File: config.mk
export PLATFORM = sky130hd
export DESIGN_NAME = round_robin_slice_scheduler
export DESIGN_NICKNAME = d
export VERILOG_FILES = /design/src/design/rrss_pkg.sv /design/src/design/rrss_queue_mem.sv /design/src/design/rrss_sched_core.sv /design/src/design/round_robin_slice_scheduler.sv
export SDC_FILE = /design/constraint.sdc
export NUM_CORES = 1
export LEC_CHECK = 0
export BUFFER_PORTS_ARGS = -buffer_cell sky130_fd_sc_hd__buf_2
export CELL_PAD_IN_SITES_DETAIL_PLACEMENT = 2
export CELL_PAD_IN_SITES_GLOBAL_PLACEMENT = 2
export CORE_MARGIN = 5
export CORE_UTILIZATION = 45
export DETAILED_ROUTE_END_ITERATION = 6
export PLACE_DENSITY = 0.82
export SLEW_MARGIN = 20
export SYNTH_ARGS = -nofsm -noshare
export SYNTH_HDL_FRONTEND = slang
export SYNTH_SLANG_ARGS = --single-unit
File: constraint.sdc
create_clock -name clk_i -period 13.85 [get_ports clk_i]
set_clock_uncertainty 0.05 [all_clocks]
set_input_delay 1.385 -clock clk_i [delete_from_list [all_inputs] [get_ports clk_i]]
set_output_delay 1.385 -clock clk_i [all_outputs]
set_load 0.005 [all_outputs]
File: src/design/rrss_pkg.sv
// Shared types and constants of the round-robin slice scheduler.
// No dependencies; used by every module of the block.
package rrss_pkg;

  localparam int unsigned IdW    = 16;
  localparam int unsigned RemW   = 16;
  localparam int unsigned TimeW  = 32;
  localparam int unsigned CountW = 5;
  localparam int unsigned CfgW   = 16;

  typedef enum logic [1:0] {
    OP_ADD   = 2'd0,
    OP_RUN   = 2'd1,
    OP_CLEAR = 2'd2
  } op_e;

  typedef enum logic [1:0] {
    ST_OK      = 2'd0,
    ST_FULL    = 2'd1,
    ST_BAD_LEN = 2'd2,
    ST_EMPTY   = 2'd3
  } status_e;

  typedef enum logic {
    CFG_QUANTUM = 1'b0,
    CFG_FIFO    = 1'b1
  } cfg_idx_e;

  typedef struct packed {
    logic [IdW-1:0]  id;
    logic [RemW-1:0] rem;
  } entry_t;

  typedef struct packed {
    logic   en;
    entry_t data;
  } mem_wr_t;

  typedef struct packed {
    status_e           status;
    logic [IdW-1:0]    slice_process_id;
    logic [TimeW-1:0]  slice_start;
    logic [TimeW-1:0]  slice_end;
    logic [RemW-1:0]   remaining_before;
    logic              process_finished;
    logic [CountW-1:0] queue_count;
  } result_t;

endpackage

File: src/design/rrss_queue_mem.sv
// Ready-queue storage: one write port and one registered read port.
// Depends on rrss_pkg for the entry and write-request types.
module rrss_queue_mem #(
  parameter int unsigned Depth = 16,
  parameter int unsigned AddrW = 4
) (
  input  logic                clk_i,
  input  rrss_pkg::mem_wr_t   wr_i,
  input  logic [AddrW-1:0]    wr_addr_i,
  input  logic [AddrW-1:0]    rd_addr_i,
  output rrss_pkg::entry_t    rd_entry_o
);

  rrss_pkg::entry_t mem_q [Depth];
  rrss_pkg::entry_t rd_q;

  always_ff @(posedge clk_i) begin
    if (wr_i.en) begin
      mem_q[wr_addr_i] <= wr_i.data;
    end
  end

  // A write to the address being read this cycle is forwarded, so the read
  // register always mirrors the entry at the new head.
  always_ff @(posedge clk_i) begin
    if (wr_i.en && (wr_addr_i == rd_addr_i)) begin
      rd_q <= wr_i.data;
    end else begin
      rd_q <= mem_q[rd_addr_i];
    end
  end

  assign rd_entry_o = rd_q;

endmodule

File: src/design/rrss_sched_core.sv
// Scheduler state (head, tail, count, time) and the per-operation logic.
// Depends on rrss_pkg; drives the rrss_queue_mem ports.
module rrss_sched_core #(
  parameter int unsigned QueueDepth = 16,
  parameter int unsigned AddrW      = 4,
  parameter int unsigned CntW       = 5
) (
  input  logic                          clk_i,
  input  logic                          rst_ni,
  input  logic                          fire_i,
  input  rrss_pkg::op_e                 op_i,
  input  logic [rrss_pkg::IdW-1:0]      pid_i,
  input  logic [rrss_pkg::RemW-1:0]     burst_i,
  input  logic [rrss_pkg::CfgW-1:0]     quantum_i,
  input  logic                          fifo_i,
  input  rrss_pkg::entry_t              head_i,
  output rrss_pkg::mem_wr_t             mem_wr_o,
  output logic [AddrW-1:0]              mem_waddr_o,
  output logic [AddrW-1:0]              mem_raddr_o,
  output rrss_pkg::result_t             result_o
);

  logic [AddrW-1:0]              head_q, head_d, tail_q, tail_d;
  logic [CntW-1:0]               count_q, count_d;
  logic [rrss_pkg::TimeW-1:0]    time_q, time_d;
  logic [rrss_pkg::RemW-1:0]     quantum, slice, rem_left;
  logic [rrss_pkg::TimeW:0]      time_sum;
  logic [rrss_pkg::TimeW-1:0]    time_end;
  logic [CntW+4:0]               count_ext;
  logic                          wr_en;
  rrss_pkg::entry_t              wr_data;
  rrss_pkg::result_t             res;

  function automatic logic [AddrW-1:0] next_idx(input logic [AddrW-1:0] idx);
    next_idx = (idx == AddrW'(QueueDepth - 1)) ? '0 : idx + AddrW'(1);
  endfunction

  // A zero quantum behaves as a quantum of one.
  assign quantum  = (quantum_i == '0) ? rrss_pkg::RemW'(1) : quantum_i;
  assign slice    = fifo_i ? head_i.rem
                           : ((head_i.rem < quantum) ? head_i.rem : quantum);
  assign rem_left = head_i.rem - slice;
  assign time_sum = {1'b0, time_q} + {{(rrss_pkg::TimeW + 1 - rrss_pkg::RemW){1'b0}}, slice};
  assign time_end = time_sum[rrss_pkg::TimeW] ? '1 : time_sum[rrss_pkg::TimeW-1:0];

  always_comb begin
    head_d  = head_q;
    tail_d  = tail_q;
    count_d = count_q;
    time_d  = time_q;
    wr_en   = 1'b0;
    wr_data = head_i;
    res     = '0;
    res.status = rrss_pkg::ST_OK;
    case (op_i)
      rrss_pkg::OP_ADD: begin
        if (burst_i == '0) begin
          res.status = rrss_pkg::ST_BAD_LEN;
        end else if (count_q == CntW'(QueueDepth)) begin
          res.status = rrss_pkg::ST_FULL;
        end else begin
          wr_en        = 1'b1;
          wr_data.id   = pid_i;
          wr_data.rem  = burst_i;
          tail_d       = next_idx(tail_q);
          count_d      = count_q + CntW'(1);
        end
      end
      rrss_pkg::OP_RUN: begin
        if (count_q == '0) begin
          res.status = rrss_pkg::ST_EMPTY;
        end else begin
          head_d               = next_idx(head_q);
          time_d               = time_end;
          res.slice_process_id = head_i.id;
          res.slice_start      = time_q;
          res.slice_end        = time_end;
          res.remaining_before = head_i.rem;
          if (rem_left != '0) begin
            // The popped process goes straight back to the tail.
            wr_en       = 1'b1;
            wr_data.id  = head_i.id;
            wr_data.rem = rem_left;
            tail_d      = next_idx(tail_q);
          end else begin
            count_d              = count_q - CntW'(1);
            res.process_finished = 1'b1;
          end
        end
      end
      rrss_pkg::OP_CLEAR: begin
        head_d  = '0;
        tail_d  = '0;
        count_d = '0;
        time_d  = '0;
      end
      default: begin
      end
    endcase
    count_ext       = {5'd0, count_d};
    res.queue_count = count_ext[4:0];
  end

  always_ff @(posedge clk_i or negedge rst_ni) begin
    if (!rst_ni) begin
      head_q  <= '0;
      tail_q  <= '0;
      count_q <= '0;
      time_q  <= '0;
    end else if (fire_i) begin
      head_q  <= head_d;
      tail_q  <= tail_d;
      count_q <= count_d;
      time_q  <= time_d;
    end
  end

  assign mem_wr_o.en   = wr_en & fire_i;
  assign mem_wr_o.data = wr_data;
  assign mem_waddr_o   = tail_q;
  assign mem_raddr_o   = fire_i ? head_d : head_q;
  assign result_o      = res;

endmodule

File: src/design/round_robin_slice_scheduler.sv
// Channel   Dir  Width  Contents
// s_axis    in   32+2   tdata: process_id, burst_length; tuser: operation
// m_axis    out  104    tdata: status .. queue_count (one word per input word)
// cfg       in   1+16   register index, write data; written when cfg_we_i is high
//
// One word is accepted per cycle while m_axis is not stalled; its result word passes
// the input register and then the output register before it is presented on m_axis.
// The rate is set by the single queue memory port pair: one head read and one tail
// write per word, with the read register holding the head entry for the next word.
// Reset is asynchronous, active low; the queue memory is not cleared and needs no pass.
// A stalled output holds its word; the input register still takes one more word.
module round_robin_slice_scheduler #(
  parameter int unsigned QUEUE_DEPTH = 16
) (
  input  logic          clk_i,
  input  logic          rst_ni,
  input  logic          s_axis_tvalid_i,
  output logic          s_axis_tready_o,
  // [15:0] process_id, [31:16] burst_length
  input  logic [31:0]   s_axis_tdata_i,
  // [1:0] operation
  input  logic [1:0]    s_axis_tuser_i,
  output logic          m_axis_tvalid_o,
  input  logic          m_axis_tready_i,
  // [1:0] status, [17:2] slice_process_id, [49:18] slice_start, [81:50] slice_end,
  // [97:82] remaining_before, [98] process_finished, [103:99] queue_count
  output logic [103:0]  m_axis_tdata_o,
  input  logic          cfg_we_i,
  input  logic          cfg_idx_i,
  input  logic [15:0]   cfg_wdata_i
);

  localparam int unsigned AddrW = $clog2(QUEUE_DEPTH);
  localparam int unsigned CntW  = $clog2(QUEUE_DEPTH + 1);

  logic                          in_valid_q;
  rrss_pkg::op_e                 in_op_q;
  logic [rrss_pkg::IdW-1:0]      in_pid_q;
  logic [rrss_pkg::RemW-1:0]     in_burst_q;
  logic                          out_valid_q;
  rrss_pkg::result_t             out_q;
  logic [rrss_pkg::CfgW-1:0]     quantum_q;
  logic                          fifo_q;
  logic                          fire, in_ready;
  rrss_pkg::result_t             result;
  rrss_pkg::entry_t              head_entry;
  rrss_pkg::mem_wr_t             mem_wr;
  logic [AddrW-1:0]              mem_waddr, mem_raddr;

  assign fire     = in_valid_q & (~out_valid_q | m_axis_tready_i);
  assign in_ready = ~in_valid_q | fire;

  always_ff @(posedge clk_i or negedge rst_ni) begin
    if (!rst_ni) begin
      quantum_q <= rrss_pkg::CfgW'(1);
      fifo_q    <= 1'b0;
    end else if (cfg_we_i) begin
      case (rrss_pkg::cfg_idx_e'(cfg_idx_i))
        rrss_pkg::CFG_QUANTUM: quantum_q <= cfg_wdata_i;
        rrss_pkg::CFG_FIFO:    fifo_q    <= cfg_wdata_i[0];
        default: begin
        end
      endcase
    end
  end

  always_ff @(posedge clk_i or negedge rst_ni) begin
    if (!rst_ni) begin
      in_valid_q <= 1'b0;
    end else if (in_ready) begin
      in_valid_q <= s_axis_tvalid_i;
    end
  end

  always_ff @(posedge clk_i) begin
    if (in_ready && s_axis_tvalid_i) begin
      in_op_q    <= rrss_pkg::op_e'(s_axis_tuser_i);
      in_pid_q   <= s_axis_tdata_i[15:0];
      in_burst_q <= s_axis_tdata_i[31:16];
    end
  end

  rrss_sched_core #(
    .QueueDepth (QUEUE_DEPTH),
    .AddrW      (AddrW),
    .CntW       (CntW)
  ) u_core (
    .clk_i       (clk_i),
    .rst_ni      (rst_ni),
    .fire_i      (fire),
    .op_i        (in_op_q),
    .pid_i       (in_pid_q),
    .burst_i     (in_burst_q),
    .quantum_i   (quantum_q),
    .fifo_i      (fifo_q),
    .head_i      (head_entry),
    .mem_wr_o    (mem_wr),
    .mem_waddr_o (mem_waddr),
    .mem_raddr_o (mem_raddr),
    .result_o    (result)
  );

  rrss_queue_mem #(
    .Depth (QUEUE_DEPTH),
    .AddrW (AddrW)
  ) u_mem (
    .clk_i      (clk_i),
    .wr_i       (mem_wr),
    .wr_addr_i  (mem_waddr),
    .rd_addr_i  (mem_raddr),
    .rd_entry_o (head_entry)
  );

  always_ff @(posedge clk_i or negedge rst_ni) begin
    if (!rst_ni) begin
      out_valid_q <= 1'b0;
    end else if (~out_valid_q | m_axis_tready_i) begin
      out_valid_q <= fire;
    end
  end

  always_ff @(posedge clk_i) begin
    if (fire) begin
      out_q <= result;
    end
  end

  assign s_axis_tready_o = in_ready;
  assign m_axis_tvalid_o = out_valid_q;
  assign m_axis_tdata_o  = {out_q.queue_count, out_q.process_finished,
                            out_q.remaining_before, out_q.slice_end,
                            out_q.slice_start, out_q.slice_process_id,
                            out_q.status};

endmodule

Word level (Yosys, flattened, before mapping) --
Memories as Yosys holds them, arrays and structs flattened. A register that Yosys moved wholly into a read port is not among the register bits. Index checks and enable logic that the tools add are counted.
Storage, ports and cells: register bits after elaboration 202, RAM bits 512, bits of input ports 56, word-level logic and storage cells 94, memories kept 1
Cells by class: add/subtract/negate cells 6, $lt $le $gt $ge 1, equality and inequality tests 9, mux-type cells 38, bitwise logic cells 8, reductions and logical operators 13
Memory list:
- u_mem.mem_q | depth 16, width 32, rd ports 1, clocked after Yosys merged registers in 1, write ports 1, line rrss_queue_mem.sv:14 | rrss_pkg::entry_t mem_q [Depth];
Operator list (number):
- $mux W32 | 4
- $pmux W32 S2 | 2
- $mux W16 | 5
- $add A32 B16 Y33 | 1
- $logic_not A16 Y1 | 2
- $mux W4 | 8
- $mux W5 | 4
- $lt A16 B16 Y1 | 1
- $reduce_bool A16 Y1 | 1
- $sub A16 B16 Y16 | 1
- $pmux W5 S3 | 1
- $pmux W4 S3 | 1
- $add A4 B1 Y4 const B | 2
- $eq A4 B4 Y1 const B | 2
- $mux W1 | 8
- $pmux W4 S2 | 1
- $ne A2 B2 Y1 const B | 3
- $reduce_and A6 Y1 | 1
- $add A5 B1 Y5 const B | 1
- $eq A5 B5 Y1 const B | 1
- $logic_not A5 Y1 | 1
- $sub A5 B1 Y5 const B | 1
- $mux W2 | 2
- $not A1 Y1 | 4
- 14 further kinds | 17

Depth between registers and ports, before layout --
Gate-level depths: netlist (run 1).
depth in word-level cells 13, mapped depth 28

Hierarchy --
Synthesis (run 1) repeated with hierarchy kept, for this count alone.
Second synthesis, totals: cells, all modules 1887, area, all modules 30666.9 um^2
By module, submodules not included:
- rrss_queue_mem | instances 1, cells each 810, area each 19274.7 um^2
- rrss_sched_core | instances 1, cells each 893, area each 6454.9 um^2
- round_robin_slice_scheduler | instances 1, cells each 184, area each 4937.2 um^2

Worst setup path before layout (run 1) --
OpenSTA, ideal clock, no wires.
path kind reg2reg, from reg with a tool-made name, to mem u_mem.mem_q[4][0] in the netlist's numbering, enable pin, arrival time 9.590 ns, data required time 13.299 ns, path slack 3.708 ns, cell stages (with the launch flop) 28, period minus slack after synthesis 10.142 ns, cell sequence dfxtp_1 > buf_4 > buf_1 > buf_2 > mux4_2 > mux4_2 > ha_1 > o21ai_0 > a2111oi_0 > o211ai_1 > a21o_1 > and2_1 > clkbuf_1 > clkbuf_1 > nor2_1 > a21o_1 > inv_1 > ha_1 > clkbuf_1 > a21o_1 > a211o_1 > nor4b_2 > or3_1 > o21ai_0 > o31ai_2 > or3_4 > a31oi_4 > nor4_1
RTL lines (line):
- end: declaration | rrss_queue_mem.sv:14

==> results.json, run 1 <==
{
  "clk_pin_slew_worst_paths_ps": 70,
  "synth.area.top_cells": "edfxtp_1 63%, mux4_2 12%, dfrtp_1 5.1%",
  "die_h_um": 273,
  "final_common_cell": "edfxtp_1",
  "synth_top_cell_area_share": 0.628,
  "syn-num-nets": 2019,
  "worst-setup-path-type": "flip-flop to flip-flop",
  "die_area_um2": 74400,
  "endpoint_kind": "flip-flop",
  "fin_crit_ps": 9860,
  "p_leak_uw": 0.0127,
  "min_path_type": "flip-flop to flip-flop",
  "rows": 96,
  "cts_resized": 0,
  "hold-worst-slack_ps": 481,
  "hold_depth": 2,
  "status": "complete, no violations",
  "vdd_ir_drop_max_v": 0.000134,
  "dr.pass1.iters": 6,
  "post_drt_via_cell_ratio": 6.60,
  "routed_wl_mm": 114,
  "place.gp.congestion": 0.906,
  "final_util": 0.522,
  "worstPathArrival_ps": 10080,
  "setup_viol": 0,
  "grt_max_degree": 94,
  "ys_seq_area_frac": 0.682,
  "rsz0062_at_grt": "false",
  "drcViolationCount": 0,
  "max_slew_margin": 0.218,
  "io_buffers": 161,
  "start_kind": "flip-flop",
  "cp_max_fo": 93,
  "yosysUniqueCellTypes": 75,
  "dp_hpwl_mm": 67.2,
  "yosys.area.top_type": "edfxtp_1",
  "crit_required_ps": 14070,
  "grtUsageTotal": 0.301,
  "cts_tree": "built",
  "antenna_found_initial": 6,
  "synth.avg_cell_area_um2": 16.3,
  "placed_area_um2": 33100,
  "nets": 2208,
  "coreArea_um2": 68600,
  "layout-drive-gt1-share": 0.258,
  "cts-root-buf": "clkbuf_16",
  "hold_viol": 0,
  "route.detailed.wl_per_inst_um": 36.7,
  "cts_setup_buffers": 0,
  "start_util": 0.453,
  "grt_pass1_wl_mm": 162,
  "fin_crit_sh": 0.712,
  "die_w_um": 273,
  "r2r_end": "u_mem.mem_q[6][28]",
  "io-pin-count": 162,
  "insertion_delay_ps": 670,
  "ff2ff_path_depth": 22,
  "layout_common_cells": "650 x edfxtp_1, 161 x buf_2, 159 x mux4_2",
  "worstHoldEndpoint": "u_core.time_q[12]",
  "total_power_uw": 7770,
  "synth-main-ff-cell": "edfxtp_1",
  "ant_nets": 0,
  "clk_path_buf_depth": 3,
  "syn_area_um2": 31100,
  "powerDensity_nw_per_um2": 217,
  "drtIter0Drc": 2459,
  "syn-instance-count": 1903,
  "clkSinkCount": 718,
  "vias": 20415,
  "final_area_um2": 35800,
  "worst_slew_pin_slew_ps": 1170,
  "max_freq_ghz": 0.101,
  "synth_edf_count": 650,
  "holdBufCountCts": 0,
  "ys_warn_count": 0,
  "grt_pass1_vias": 21825,
  "area_delta_synth_final_pct": 15.3,
  "h-tree-depth": 3,
  "synth_seq_cells": 718,
  "r2r_slack_ps": 3990,
  "cts_inserted_buffers": 78,
  "slew_violations": 0,
  "tns_ps": 0,
  "min-delay-start": "u_core.time_q[12]",
  "maxCapViolCount": 0,
  "fillers": 6096,
  "overflow": 0,
  "postSynth.asyncResetShare": 0.0891
}
-- flip-flops by register name (all words and copies together) (netlist names), named ones only --
signal,count
in_pid_q,16
in_burst_q,16
m_axis_tvalid_o,1
u_core.time_q,32
quantum_q,16
m_axis_tdata_o,104
u_core.count_q,5
u_core.head_q,4
u_core.mem_waddr_o,4
in_valid_q,1
fifo_q,1
in_op_q,2
u_mem.mem_q,512
-- Yosys cell counts (all sizes together), types with 9 or more instances --
cell type	count
a21o	27
a31o	11
buf	22
or3	16
o31ai	12
a22o	19
o21a	11
o21ai	71
mux2	15
mux2i	9
nand2b	15
and3	77
xor2	10
inv	48
ha	58
mux4	159
nor2b	9
a31oi	10
and2	12
o211ai	20
nor2	95
nor4	15
nor3	29
edfxtp	650
nand3	34
nand4	9
xnor2	15
a22oi	18
nand2	99
clkbuf	83
dfrtp	63
a21oi	71
-- through the flow --
step / setup slack [ps] / cells
global placement: 4520 / 2932
detailed placement: 3970 / 2932
global route: 3630 / 3095
floorplan: 3710 / 1903
finish: 3990 / 3095
CTS: 3740 / 3078
-- cell families after synthesis --
group | share of synthesized area
AOI/OAI and AO/OA | 0.0710
xor gates and xnor gates | 0.00705
adders and majority gates | 0.0246
buffers and inverters | 0.0197
DFF | 0.682
muxes | 0.124
and+or+nand+nor | 0.0717
-- worst max-delay path, stage by stage, from the launching register on --
cell	delay, ps
dfxtp_4	860
buf_12	620
mux4_2	610
mux4_2	640
ha_1	270
a211oi_1	330
o21ai_0	200
o211ai_1	140
a31o_2	190
and2_2	530
mux2i_1	420
ha_1	250
fa_1	230
nor2b_1	90
o21bai_1	350
nor4b_2	460
or3_1	190
o21ai_0	200
o31ai_2	540
or3_4	380
a31oi_4	410
nor4_2	650
buf_4	670
-- worst max-delay path by stage --
stage | end | depth (start not counted)
after global routing | u_mem.mem_q[6][28] | 23
final | u_mem.mem_q[6][28] | 22
after detailed placement | u_mem.mem_q[1][3] | 22
after CTS | u_mem.mem_q[9][7] | 22
after floorplan | u_mem.mem_q[4][0] | 27
after global placement | u_mem.mem_q[8][27] | 21
-- where the power goes --
group	total [uW]	switching (uW)	leakage (uW)	internal, uW
Combinational	2700	1790	0.00461	912
Sequential	2890	144	0.00684	2750
Clock	2170	949	0.00125	1230
-- layer usage --
| metal | vias up | wire length (um) | GRT usage |
|---|---|---|---|
| met5 | - | 0 | 0 |
| met4 | 0 | 6650 | 0.143 |
| met3 | 375 | 7420 | 0.0475 |
| met2 | 1223 | 58700 | 0.531 |
| met1 | 10819 | 40800 | 0.362 |
| li1 | 7998 | - | - |
-- cell type report --
class                   count  area (um2)  share of cell area
well taps                 931        1160              0.0325
inverters                  49         186             0.00520
multi-input cells        1031        9410               0.263
diodes                      6        15.0            0.000419
flip-flops and latches    718       21200               0.592
repair buffers            214        1240              0.0348
clock buffers             103        2090              0.0582
clock inverters            43         504              0.0141
No activity file was read; power rests on OpenSTA's default activity.
==> inputs of run 2 (changes only) <==
clock period = 10.2 ns   (was 13.85 ns; I/O delays follow)
==> results.json, run 2 (synthesis gave the netlist of run 1 again) <==
{
  "nets": 2214,
  "fin_crit_sh": 0.906,
  "area_delta_synth_final_pct": 15.0,
  "antenna_found_initial": 4,
  "vias": 20052,
  "grtUsageTotal": 0.295,
  "worst-setup-path-type": "flip-flop to flip-flop",
  "grt_pass1_vias": 21736,
  "final_common_cell": "edfxtp_1",
  "cts_tree": "built",
  "holdBufCountCts": 0,
  "layout_common_cells": "650 x edfxtp_1, 160 x buf_2, 159 x mux4_2",
  "status": "complete, no violations",
  "grt_pass1_wl_mm": 159,
  "overflow": 0,
  "insertion_delay_ps": 660,
  "max_slew_margin": 0.199,
  "cts_inserted_buffers": 76,
  "cts-root-buf": "clkbuf_16",
  "vdd_ir_drop_max_v": 0.000197,
  "top_register": "u_mem.mem_q",
  "drtIter0Drc": 2388,
  "setup_ws_ps": 959,
  "powerDensity_nw_per_um2": 288,
  "cp_max_fo": 52,
  "rsz0062_at_grt": "false",
  "io-pin-count": 162,
  "min_path_type": "input pin to async pin",
  "worst_slew_pin_slew_ps": 1190,
  "start_kind": "flip-flop",
  "largest_reg_flops": 512,
  "io_buffers": 161,
  "route.detailed.wl_per_inst_um": 36.0,
  "max_freq_ghz": 0.108,
  "fin_crit_ps": 9240,
  "dr.pass1.iters": 5,
  "critPathSlowestCell": "dfxtp_4",
  "fillers": 6168,
  "setup_viol": 0,
  "clkSinkCount": 718,
  "routed_wl_mm": 111,
  "die_area_um2": 74400,
  "worstPathArrival_ps": 9500,
  "clk_pin_slew_worst_paths_ps": 70,
  "place.gp.congestion": 0.902,
  "post-place-ws_ps": 979,
  "start_util": 0.453,
  "coreArea_um2": 68600,
  "rows": 96,
  "cts_resized": 0,
  "ant_nets": 0,
  "ff2ff_path_depth": 23,
  "path_cells": "buf_4, mux4_2, mux4_2, ha_1, o21ai_0, a2111oi_0, o211ai_1, a21o_1, and2_2, nor2_1, a21o_1, inv_1, ha_1, or3_1, a21oi_1, o31ai_1, o211a_1, a211oi_2, xor2_1, or3_4, a31oi_4, nor2_4, buf_4",
  "tns_ps": 0,
  "dp_hpwl_mm": 71.1,
  "r2r_end": "u_mem.mem_q[8][11]",
  "crit_required_ps": 10460,
  "r2r_slack_ps": 960,
  "hold_viol": 0,
  "post_drt_via_cell_ratio": 6.48,
  "slowest_delay_ps": 890,
  "maxCapViolCount": 0,
  "die_h_um": 273,
  "layout-drive-gt1-share": 0.260,
  "h-tree-depth": 3,
  "endpoint_kind": "flip-flop",
  "total_power_uw": 10300,
  "die_w_um": 273,
  "clk_path_buf_depth": 3,
  "cts_setup_buffers": 0,
  "grt_max_degree": 79,
  "drcViolationCount": 0,
  "slew_violations": 0,
  "p_leak_uw": 0.0127
}
[run 2: layout make-up]
cell class / count / area (um2) / share of cell area
clock buffer: 96 / 2010 / 0.0562
timing repair buffer: 222 / 1290 / 0.0362
clock inverter: 44 / 435 / 0.0122
sequential: 718 / 21200 / 0.594
multi-input combinational: 1031 / 9410 / 0.263
tap: 931 / 1160 / 0.0326
antenna: 5 / 12.5 / 0.000350
inverter: 49 / 186 / 0.00522
[run 2: per-stage QoR]
stage	cells	util	hold slack, ps	instance area, um2
after floorplan	1903	-	407	31100
after global placement	2949	0.484	425	33200
after detailed placement	2949	0.485	473	33200
after CTS	3089	0.520	177	35700
after global routing	3095	0.521	181	35700
final	3096	0.521	198	35700
[run 2: critical path, delay by kind of cell, from the launching register on]
family,cells,cell delay (ps)
AOI/OAI and AO/OA,10,2580
xor gates and xnor gates,1,550
adders and majority gates,2,630
buffers and inverters,3,800
DFF,1,890
muxes,2,950
and+or+nand+nor,5,2340
[run 2: worst max-delay path by stage]
stage,depth (start not counted),slack (ps),endpoint,startpoint
2_1_floorplan,27,60,u_mem.mem_q[4][0],flip-flop
3_3_place_gp,23,1610,u_mem.mem_q[11][22],flip-flop
3_5_place_dp,22,980,u_mem.mem_q[1][4],flip-flop
4_1_cts,22,800,u_mem.mem_q[15][4],flip-flop
5_1_grt,23,810,u_mem.mem_q[0][31],flip-flop
6_report,23,960,u_mem.mem_q[8][11],flip-flop
[run 2: power breakdown]
part,total [uW],internal (uW),switching [uW]
clock,2780,1520,1260
sequential,3920,3730,187
combinational,3590,1240,2350
[run 2: routing by layer]
layer	vias to the layer above	GRT usage	wire length (um)
met5	-	0	0
met4	0	0.138	6340
met3	355	0.0469	6320
met2	1047	0.522	57700
met1	10645	0.355	41100
li1	8005	-	-
